<file path="config.mk">
export PLATFORM = sky130hd
export DESIGN_NAME = lfu_cache_policy_unit
export DESIGN_NICKNAME = d
export VERILOG_FILES = /design/src/sv/lcp_pkg.sv /design/src/sv/lcp_cell.sv /design/src/sv/lfu_cache_policy_unit.sv
export SDC_FILE = /design/constraint.sdc
export NUM_CORES = 2
export LEC_CHECK = 0
export BUFFER_PORTS_ARGS = -buffer_cell sky130_fd_sc_hd__buf_2
export CAP_MARGIN = 20
export CORE_UTILIZATION = 44
export DETAILED_ROUTE_END_ITERATION = 8
export HOLD_SLACK_MARGIN = 0.02
export PLACE_DENSITY = 0.61
export SETUP_SLACK_MARGIN = 0.05
export SLEW_MARGIN = 20
export SYNTH_ARGS = -nofsm -noshare
export SYNTH_HDL_FRONTEND = slang
export SYNTH_SLANG_ARGS = --single-unit
</file>
<file path="constraint.sdc">
create_clock -name clk -period 15.7 [get_ports clk]
set_input_delay 1.57 -clock clk [delete_from_list [all_inputs] [get_ports clk]]
set_output_delay 1.57 -clock clk [all_outputs]
set_load 0.02 [all_outputs]
</file>
<file path="src/sv/lcp_pkg.sv">
// ----------------------------------------------------------------------------
// lcp_pkg
// Types and constants shared by the LFU cache policy unit and its cells.
// ----------------------------------------------------------------------------
package lcp_pkg;

    localparam int LCP_KEY_W  = 32;
    localparam int LCP_DATA_W = 32;
    localparam int LCP_CAP_W  = 5;
    localparam int LCP_IDX_W  = 8;   // slot index / rank, up to 256 slots
    localparam int LCP_USED_W = 9;   // occupancy, 0..256
    localparam int LCP_CNT_W  = 32;  // widest use count

    typedef struct packed {
        logic                         action;
        logic signed [LCP_KEY_W-1:0]  key;
        logic signed [LCP_DATA_W-1:0] value;
    } lcp_req_t;

    typedef struct packed {
        logic                         hit;
        logic signed [LCP_DATA_W-1:0] read_value;
        logic                         evicted;
        logic signed [LCP_KEY_W-1:0]  evicted_key;
    } lcp_rsp_t;

    localparam logic ACT_GET = 1'b0;
    localparam logic ACT_PUT = 1'b1;

    typedef enum logic [0:0] {
        UPD_HIT    = 1'b0,
        UPD_INSERT = 1'b1
    } lcp_upd_kind_t;

    // partial scan result handed from cell to cell
    typedef struct packed {
        logic                  found;
        logic [LCP_IDX_W-1:0]  match_idx;
        logic [LCP_DATA_W-1:0] match_data;
        logic [LCP_IDX_W-1:0]  match_rank;
        logic [LCP_USED_W-1:0] used;
        logic                  vic_valid;
        logic [LCP_IDX_W-1:0]  vic_idx;
        logic [LCP_CNT_W-1:0]  vic_count;
        logic [LCP_IDX_W-1:0]  vic_rank;
        logic [LCP_KEY_W-1:0]  vic_key;
        logic                  free_valid;
        logic [LCP_IDX_W-1:0]  free_idx;
    } lcp_scan_t;

    // update broadcast to all cells
    typedef struct packed {
        logic                  en;
        lcp_upd_kind_t         kind;
        logic                  wr_data;
        logic [LCP_IDX_W-1:0]  target;
        logic [LCP_IDX_W-1:0]  old_rank;
        logic [LCP_KEY_W-1:0]  key;
        logic [LCP_DATA_W-1:0] data;
    } lcp_upd_t;

endpackage

</file>
<file path="src/sv/lcp_cell.sv">
// ----------------------------------------------------------------------------
// lcp_cell
// One cache slot: holds key, data, use count and recency rank, folds itself
// into the scan result passed along the chain, and applies updates.
// ----------------------------------------------------------------------------
module lcp_cell #(
    parameter int IDX         = 0,
    parameter int COUNT_WIDTH = 16,
    parameter int RANK_W      = 4
) (
    input  logic                       clk,
    input  logic                       rst_n,
    input  logic                       scan_en,
    input  logic [lcp_pkg::LCP_KEY_W-1:0] req_key,
    input  lcp_pkg::lcp_scan_t         scan_in,
    output lcp_pkg::lcp_scan_t         scan_out,
    input  lcp_pkg::lcp_upd_t          upd
);
    import lcp_pkg::*;

    logic                   valid_reg;
    logic [LCP_KEY_W-1:0]   key_reg;
    logic [LCP_DATA_W-1:0]  data_reg;
    logic [COUNT_WIDTH-1:0] count_reg;
    logic [RANK_W-1:0]      rank_reg;
    lcp_scan_t              scan_reg;
    lcp_scan_t              scan_next;
    logic                   is_target;
    logic                   older_cand;

    assign scan_out  = scan_reg;
    assign is_target = (upd.target == LCP_IDX_W'(IDX));

    always_comb
    begin
        scan_next  = scan_in;
        older_cand = (LCP_CNT_W'(count_reg) == scan_in.vic_count)
                     && (LCP_IDX_W'(rank_reg) > scan_in.vic_rank);
        if (valid_reg)
        begin
            scan_next.used = scan_in.used + LCP_USED_W'(1);
            if (!scan_in.found && key_reg == req_key)
            begin
                scan_next.found      = 1'b1;
                scan_next.match_idx  = LCP_IDX_W'(IDX);
                scan_next.match_data = data_reg;
                scan_next.match_rank = LCP_IDX_W'(rank_reg);
            end
            if (!scan_in.vic_valid || LCP_CNT_W'(count_reg) < scan_in.vic_count || older_cand)
            begin
                scan_next.vic_valid = 1'b1;
                scan_next.vic_idx   = LCP_IDX_W'(IDX);
                scan_next.vic_count = LCP_CNT_W'(count_reg);
                scan_next.vic_rank  = LCP_IDX_W'(rank_reg);
                scan_next.vic_key   = key_reg;
            end
        end
        else if (!scan_in.free_valid)
        begin
            scan_next.free_valid = 1'b1;
            scan_next.free_idx   = LCP_IDX_W'(IDX);
        end
    end

    always_ff @(posedge clk)
    begin
        if (scan_en)
        begin
            scan_reg <= scan_next;
        end
    end

    always_ff @(posedge clk or negedge rst_n)
    begin
        if (!rst_n)
        begin
            valid_reg <= 1'b0;
        end
        else if (upd.en && is_target && upd.kind == UPD_INSERT)
        begin
            valid_reg <= 1'b1;
        end
    end

    always_ff @(posedge clk)
    begin
        if (upd.en)
        begin
            if (is_target)
            begin
                rank_reg <= '0;
                if (upd.kind == UPD_INSERT)
                begin
                    key_reg   <= upd.key;
                    data_reg  <= upd.data;
                    count_reg <= COUNT_WIDTH'(1);
                end
                else
                begin
                    if (upd.wr_data)
                    begin
                        data_reg <= upd.data;
                    end
                    if (count_reg != '1)
                    begin
                        count_reg <= count_reg + COUNT_WIDTH'(1);
                    end
                end
            end
            else if (valid_reg && LCP_IDX_W'(rank_reg) < upd.old_rank)
            begin
                rank_reg <= rank_reg + RANK_W'(1);
            end
        end
    end

endmodule

</file>
<file path="src/sv/lfu_cache_policy_unit.sv">
// ----------------------------------------------------------------------------
// lfu_cache_policy_unit
// Fully associative key/value store, LFU replacement with LRU tie-break.
// ----------------------------------------------------------------------------
//  channel | signals                          | meaning
//  --------+----------------------------------+-------------------------------
//  in      | in_valid, in_stall, in_req       | get/put request
//  out     | out_valid, out_stall, out_rsp    | hit, value, eviction
//  cfg     | cfg_wr_en, cfg_wr_data           | capacity register
//
//  A request moves through accept, one scan step per cell along the chain,
//  then the update step that writes the result register.
//  Reset clears all slot valid bits and sets capacity to 16.
//  The next request is accepted while a result waits on a stalled output;
//  the update cycle holds until the result register is free.
// ----------------------------------------------------------------------------
module lfu_cache_policy_unit #(
    parameter int MAX_ENTRIES = 16,
    parameter int COUNT_WIDTH = 16
) (
    input  logic                          clk,
    input  logic                          rst_n,
    input  logic                          in_valid,
    output logic                          in_stall,
    input  lcp_pkg::lcp_req_t             in_req,
    output logic                          out_valid,
    input  logic                          out_stall,
    output lcp_pkg::lcp_rsp_t             out_rsp,
    input  logic                          cfg_wr_en,
    input  logic [lcp_pkg::LCP_CAP_W-1:0] cfg_wr_data
);
    import lcp_pkg::*;

    localparam int IW = (MAX_ENTRIES > 1) ? $clog2(MAX_ENTRIES) : 1;

    typedef enum logic [2:0] {
        ST_IDLE   = 3'b001,
        ST_SCAN   = 3'b010,
        ST_UPDATE = 3'b100
    } state_t;

    state_t                state_reg, state_next;
    logic [IW-1:0]         step_reg;
    logic [LCP_CAP_W-1:0]  capacity_reg;
    lcp_req_t              req_reg;
    logic                  out_valid_reg;
    lcp_rsp_t              rsp_reg, rsp_next;
    lcp_upd_t              upd;
    lcp_scan_t             chain [MAX_ENTRIES+1];
    lcp_scan_t             fin;
    logic                  accept;
    logic                  advance;
    logic [LCP_USED_W-1:0] cap_ext, cap_eff;

    assign in_stall  = (state_reg != ST_IDLE);
    assign accept    = in_valid && !in_stall;
    assign out_valid = out_valid_reg;
    assign out_rsp   = rsp_reg;
    assign advance   = (state_reg == ST_UPDATE) && !(out_valid_reg && out_stall);
    assign fin       = chain[MAX_ENTRIES];
    assign chain[0]  = '0;

    assign cap_ext = LCP_USED_W'(capacity_reg);
    assign cap_eff = (cap_ext > LCP_USED_W'(MAX_ENTRIES)) ? LCP_USED_W'(MAX_ENTRIES) : cap_ext;

    for (genvar i = 0; i < MAX_ENTRIES; i++)
    begin : g_cell
        lcp_cell #(
            .IDX         (i),
            .COUNT_WIDTH (COUNT_WIDTH),
            .RANK_W      (IW)
        ) u_cell (
            .clk      (clk),
            .rst_n    (rst_n),
            .scan_en  ((state_reg == ST_SCAN) && (step_reg == IW'(i))),
            .req_key  (req_reg.key),
            .scan_in  (chain[i]),
            .scan_out (chain[i+1]),
            .upd      (upd)
        );
    end

    always_comb
    begin
        upd          = '0;
        upd.kind     = UPD_HIT;
        upd.key      = req_reg.key;
        upd.data     = req_reg.value;
        rsp_next     = '0;
        rsp_next.hit = fin.found;
        if (req_reg.action == ACT_GET)
        begin
            rsp_next.read_value = fin.found ? $signed(fin.match_data) : -32'sd1;
            upd.en       = fin.found;
            upd.target   = fin.match_idx;
            upd.old_rank = fin.match_rank;
        end
        else if (fin.found)
        begin
            upd.en       = 1'b1;
            upd.wr_data  = 1'b1;
            upd.target   = fin.match_idx;
            upd.old_rank = fin.match_rank;
        end
        else if (cap_eff != '0)
        begin
            upd.kind = UPD_INSERT;
            if (fin.used >= cap_eff && fin.vic_valid)
            begin
                upd.en               = 1'b1;
                upd.target           = fin.vic_idx;
                upd.old_rank         = fin.vic_rank;
                rsp_next.evicted     = 1'b1;
                rsp_next.evicted_key = $signed(fin.vic_key);
            end
            else if (fin.free_valid)
            begin
                upd.en       = 1'b1;
                upd.target   = fin.free_idx;
                upd.old_rank = LCP_IDX_W'(fin.used);
            end
        end
        upd.en = upd.en && advance;
    end

    always_comb
    begin
        state_next = state_reg;
        case (state_reg)
            ST_IDLE:
            begin
                if (accept)
                begin
                    state_next = ST_SCAN;
                end
            end
            ST_SCAN:
            begin
                if (step_reg == IW'(MAX_ENTRIES - 1))
                begin
                    state_next = ST_UPDATE;
                end
            end
            ST_UPDATE:
            begin
                if (advance)
                begin
                    state_next = ST_IDLE;
                end
            end
            default:
            begin
                state_next = ST_IDLE;
            end
        endcase
    end

    always_ff @(posedge clk or negedge rst_n)
    begin
        if (!rst_n)
        begin
            state_reg     <= ST_IDLE;
            step_reg      <= '0;
            capacity_reg  <= LCP_CAP_W'(16);
            out_valid_reg <= 1'b0;
        end
        else
        begin
            state_reg <= state_next;
            if (state_reg == ST_SCAN)
            begin
                step_reg <= step_reg + IW'(1);
            end
            else
            begin
                step_reg <= '0;
            end
            if (cfg_wr_en)
            begin
                capacity_reg <= cfg_wr_data;
            end
            if (advance)
            begin
                out_valid_reg <= 1'b1;
            end
            else if (!out_stall)
            begin
                out_valid_reg <= 1'b0;
            end
        end
    end

    always_ff @(posedge clk)
    begin
        if (accept)
        begin
            req_reg <= in_req;
        end
        if (advance)
        begin
            rsp_reg <= rsp_next;
        end
    end

    a_accept_starts_scan: assert property (@(posedge clk) disable iff (!rst_n)
        accept |=> (state_reg == ST_SCAN) && (step_reg == '0))
        else $error("accepted request did not start a scan");

    a_evict_not_hit: assert property (@(posedge clk) disable iff (!rst_n)
        out_valid |-> !(out_rsp.hit && out_rsp.evicted))
        else $error("response flags both hit and eviction");

    a_update_writes_out: assert property (@(posedge clk) disable iff (!rst_n)
        advance |=> out_valid && (state_reg == ST_IDLE))
        else $error("update cycle did not post a response");

endmodule
</file>
==> impl_metrics.py <==
metrics = {
    "floorplan": {
        "num_io_pins": 143,
        "core_area_um2": 315000,
        "die_h_um": 566,
        "initial_core_util_pct": 44.3,
        "dieWidth_um": 566,
        "fp-row-count": 206,
        "die_area_um2": 320000,
    },
    "route": {
        "drtIter0Drc": 7522,
        "routed-via-count": 76200,
        "ant_nets": 0,
        "wire_per_inst_um": 25.8,
        "detail_route.vias_per_cell": 5.55,
        "drcViolationCount": 0,
        "dr.pass1.iters": 8,
        "routed_wl_mm": 353,
    },
    "critical_path": {
        "cp-end-kind": "flop",
        "rr_startpoint": "capacity_reg[4]$_DFFE_PN1P_",
        "cp.arrival_ns": 6.94,
        "worstPathMaxFanout": 45,
        "crit_required_ns": 16.19,
        "startpoint_type": "flop",
        "startpoint": "capacity_reg[4]$_DFFE_PN1P_",
        "critPathKind": "flop to flop",
    },
    "timing": {
        "finalMaxSlewViolations": 0,
        "fin_crit_sh_pct": 41.1,
        "setup_viol": 0,
        "clock.fmax_ghz": 0.155,
        "worst_pin_slew_ns": 1.18,
        "rsz0062_at_grt": "no",
        "fin_skew_ns": 0.0668,
        "hold_viol": 0,
        "period_minus_slack_ns": 6.45,
        "timing.slew.headroom_pct": 21.2,
        "finalSetupTns_ns": 0,
    },
    "synth": {
        "synth-edff-count": 3169,
        "synth-async-reset-ratio_pct": 0.907,
        "synth_cell_types": 83,
        "avgSynthCellArea_um2": 15.6,
        "synth-seq-cells": 3198,
        "synth_top_area_share_pct": 68.1,
        "syn_area_um2": 140000,
        "yosys-top-cells-area": "edfxtp_1 68%, mux2_2 9.9%, ha_1 3.5%",
        "synth.largest_area_cell": "edfxtp_1",
        "syn-num-nets": 9429,
        "syn_inst": 8966,
        "synthFlopType": "edfxtp_1",
        "ys_warn_count": 0,
        "seq_area_frac_synth_pct": 68.6,
    },
    "worst_hold_path": {
        "min_path_type": "flop to flop",
        "hold_start": "g_cell[4].u_cell.scan_out[83]$_SDFFCE_PN0P_",
    },
    "run": {
        "cap_violations": 0,
    },
    "cells_and_area": {
        "largest_reg_flops": 1694,
        "area_growth_pct": 12.5,
        "drive_gt1_share_pct": 23.6,
        "final_area_um2": 157000,
        "nNetsFinal": 9740,
    },
    "placed_design": {
        "hpwl_mm": 241,
        "portBuffers": 142,
        "gp_congestion": 0.874,
        "place_area_um2": 146000,
    },
    "power_and_ir_drop": {
        "p_total_w": 0.0188,
        "irDropWorstVdd_uv": 126,
        "leakagePower_nw": 53.3,
        "power_density_nw_per_um2": 120,
    },
    "clock_network": {
        "path_clk_slew_ns": 0.06,
        "insertion_delay_ns": 0.93,
        "htreeDepth": 5,
        "cts_sinks": 3198,
        "cts_buffers": 336,
        "postCtsSetupBuffers": 0,
        "clockBufferDepth": 4,
        "cts_tree": "done",
        "ctsHoldBuffers": 0,
        "cts-resized-gates": 0,
        "cts-root-buf": "clkbuf_16",
    },
    "global_route": {
        "overflow": 0,
        "grt_usage_pct": 21.8,
        "grt_pass1_wl_mm": 514,
        "antenna_found_initial": 23,
        "grt_start_max_net_pins": 148,
        "first_global_vias": 75800,
    },
    "status": {
        "status": "finished clean",
    },
}
layout by cell type (no fill, tap or decap), types with 188 or more instances in the layout:
master	instances
nand4_1	213
nor2_1	390
buf_4	188
mux2_2	1225
inv_1	393
nand2_1	272
ha_1	388
clkbuf_16	340
edfxtp_1	3169
xnor2_1	444
xor2_1	378
where the power goes:
part,switching (W),internal (W)
logic,0.000744,0.000308
clock network,0.00334,0.00470
registers,0.000179,0.00958
total,0.00426,0.0146
per-layer routing:
layer	up-vias	global-route usage [%]	routed length [µm]
li1	34400	-	-
met1	38900	31.5	160000
met2	2391	34.6	163000
met3	525	2.73	20600
met4	2	6.09	9870
met5	-	0	13
cell type report:
class,count,area [µm²]
antenna,8,20.0
clock buffer,410,8880
clock inverter,199,2190
fill,26300,158000
inverter,393,1480
multi-input combinational,5011,41300
sequential,3198,95900
tap,4160,5200
timing repair buffer,337,2280
cell families after synthesis:
group                      Yosys count  share of synthesized area [%]
DFF                               3198                           68.6
and+or+nand+nor                   1872                           7.01
muxes                             1272                           10.3
AOI/OAI and AO/OA                  653                           3.17
adders and majority gates          392                           3.50
xor gates and xnor gates           822                           5.15
buffers and inverters              757                           2.22
cells in the mapped netlist (15+ instances only):
cell,count
or2_2,77
ha_1,388
or3_1,31
o21ai_0,90
xnor2_1,444
a21boi_0,15
nand2b_1,83
a21oi_1,177
a21o_1,38
a32oi_1,16
mux2_2,1225
and3_1,137
mux2_4,30
a311oi_1,16
nand2_1,272
a31oi_1,43
buf_2,135
nor2b_1,114
inv_1,393
clkbuf_1,199
and4_1,16
nand3_1,186
buf_1,18
a2111oi_0,16
dfrtp_1,27
a211oi_1,17
a41oi_1,27
nor3_1,52
nand4_1,213
nor4_1,89
a311o_1,17
o21a_1,26
edfxtp_1,3169
o211ai_1,53
and2_1,141
nor2_1,426
xor2_1,378
o22ai_1,20
critical path: stages (launching register included):
cell and delay, ns:
dfstp_2 0.64, inv_1 0.34, ha_1 0.44, a211oi_1 0.10, a21boi_2 0.55, a21o_2 0.41
buf_4 0.50, o311a_1 0.85, nand4_1 1.01, nor2_4 1.15
per-stage QoR:
stage	utilization, %	instances	setup WS [ns]	hold WS [ns]
floorplan	-	8966	7.10	0.445
global placement	46.3	13100	9.28	0.483
detailed placement	46.3	13100	9.01	0.488
CTS	49.8	13700	8.99	0.497
global route	49.8	13700	9.09	0.510
finish	49.8	13700	9.25	0.503
final timing paths:
| check | to | depth (start not counted) | slack, ns |
|---|---|---|---|
| min | g_cell[5].u_cell.scan_out[83]$_DFFE_PP_ | 1 | 0.50 |
| min in group asynchronous | g_cell[14].u_cell.valid_reg$_DFFE_PN0P_ | 2 | 0.85 |
| min reg2reg | g_cell[5].u_cell.scan_out[83]$_DFFE_PP_ | 1 | 0.50 |
| max reg2reg | g_cell[13].u_cell.data_reg[23]$_DFFE_PP_ | 9 | 9.25 |
| max | g_cell[13].u_cell.data_reg[23]$_DFFE_PP_ | 9 | 9.25 |
| max in group asynchronous | g_cell[8].u_cell.valid_reg$_DFFE_PN0P_ | 2 | 14.04 |
(Power assumes the default switching activity.)
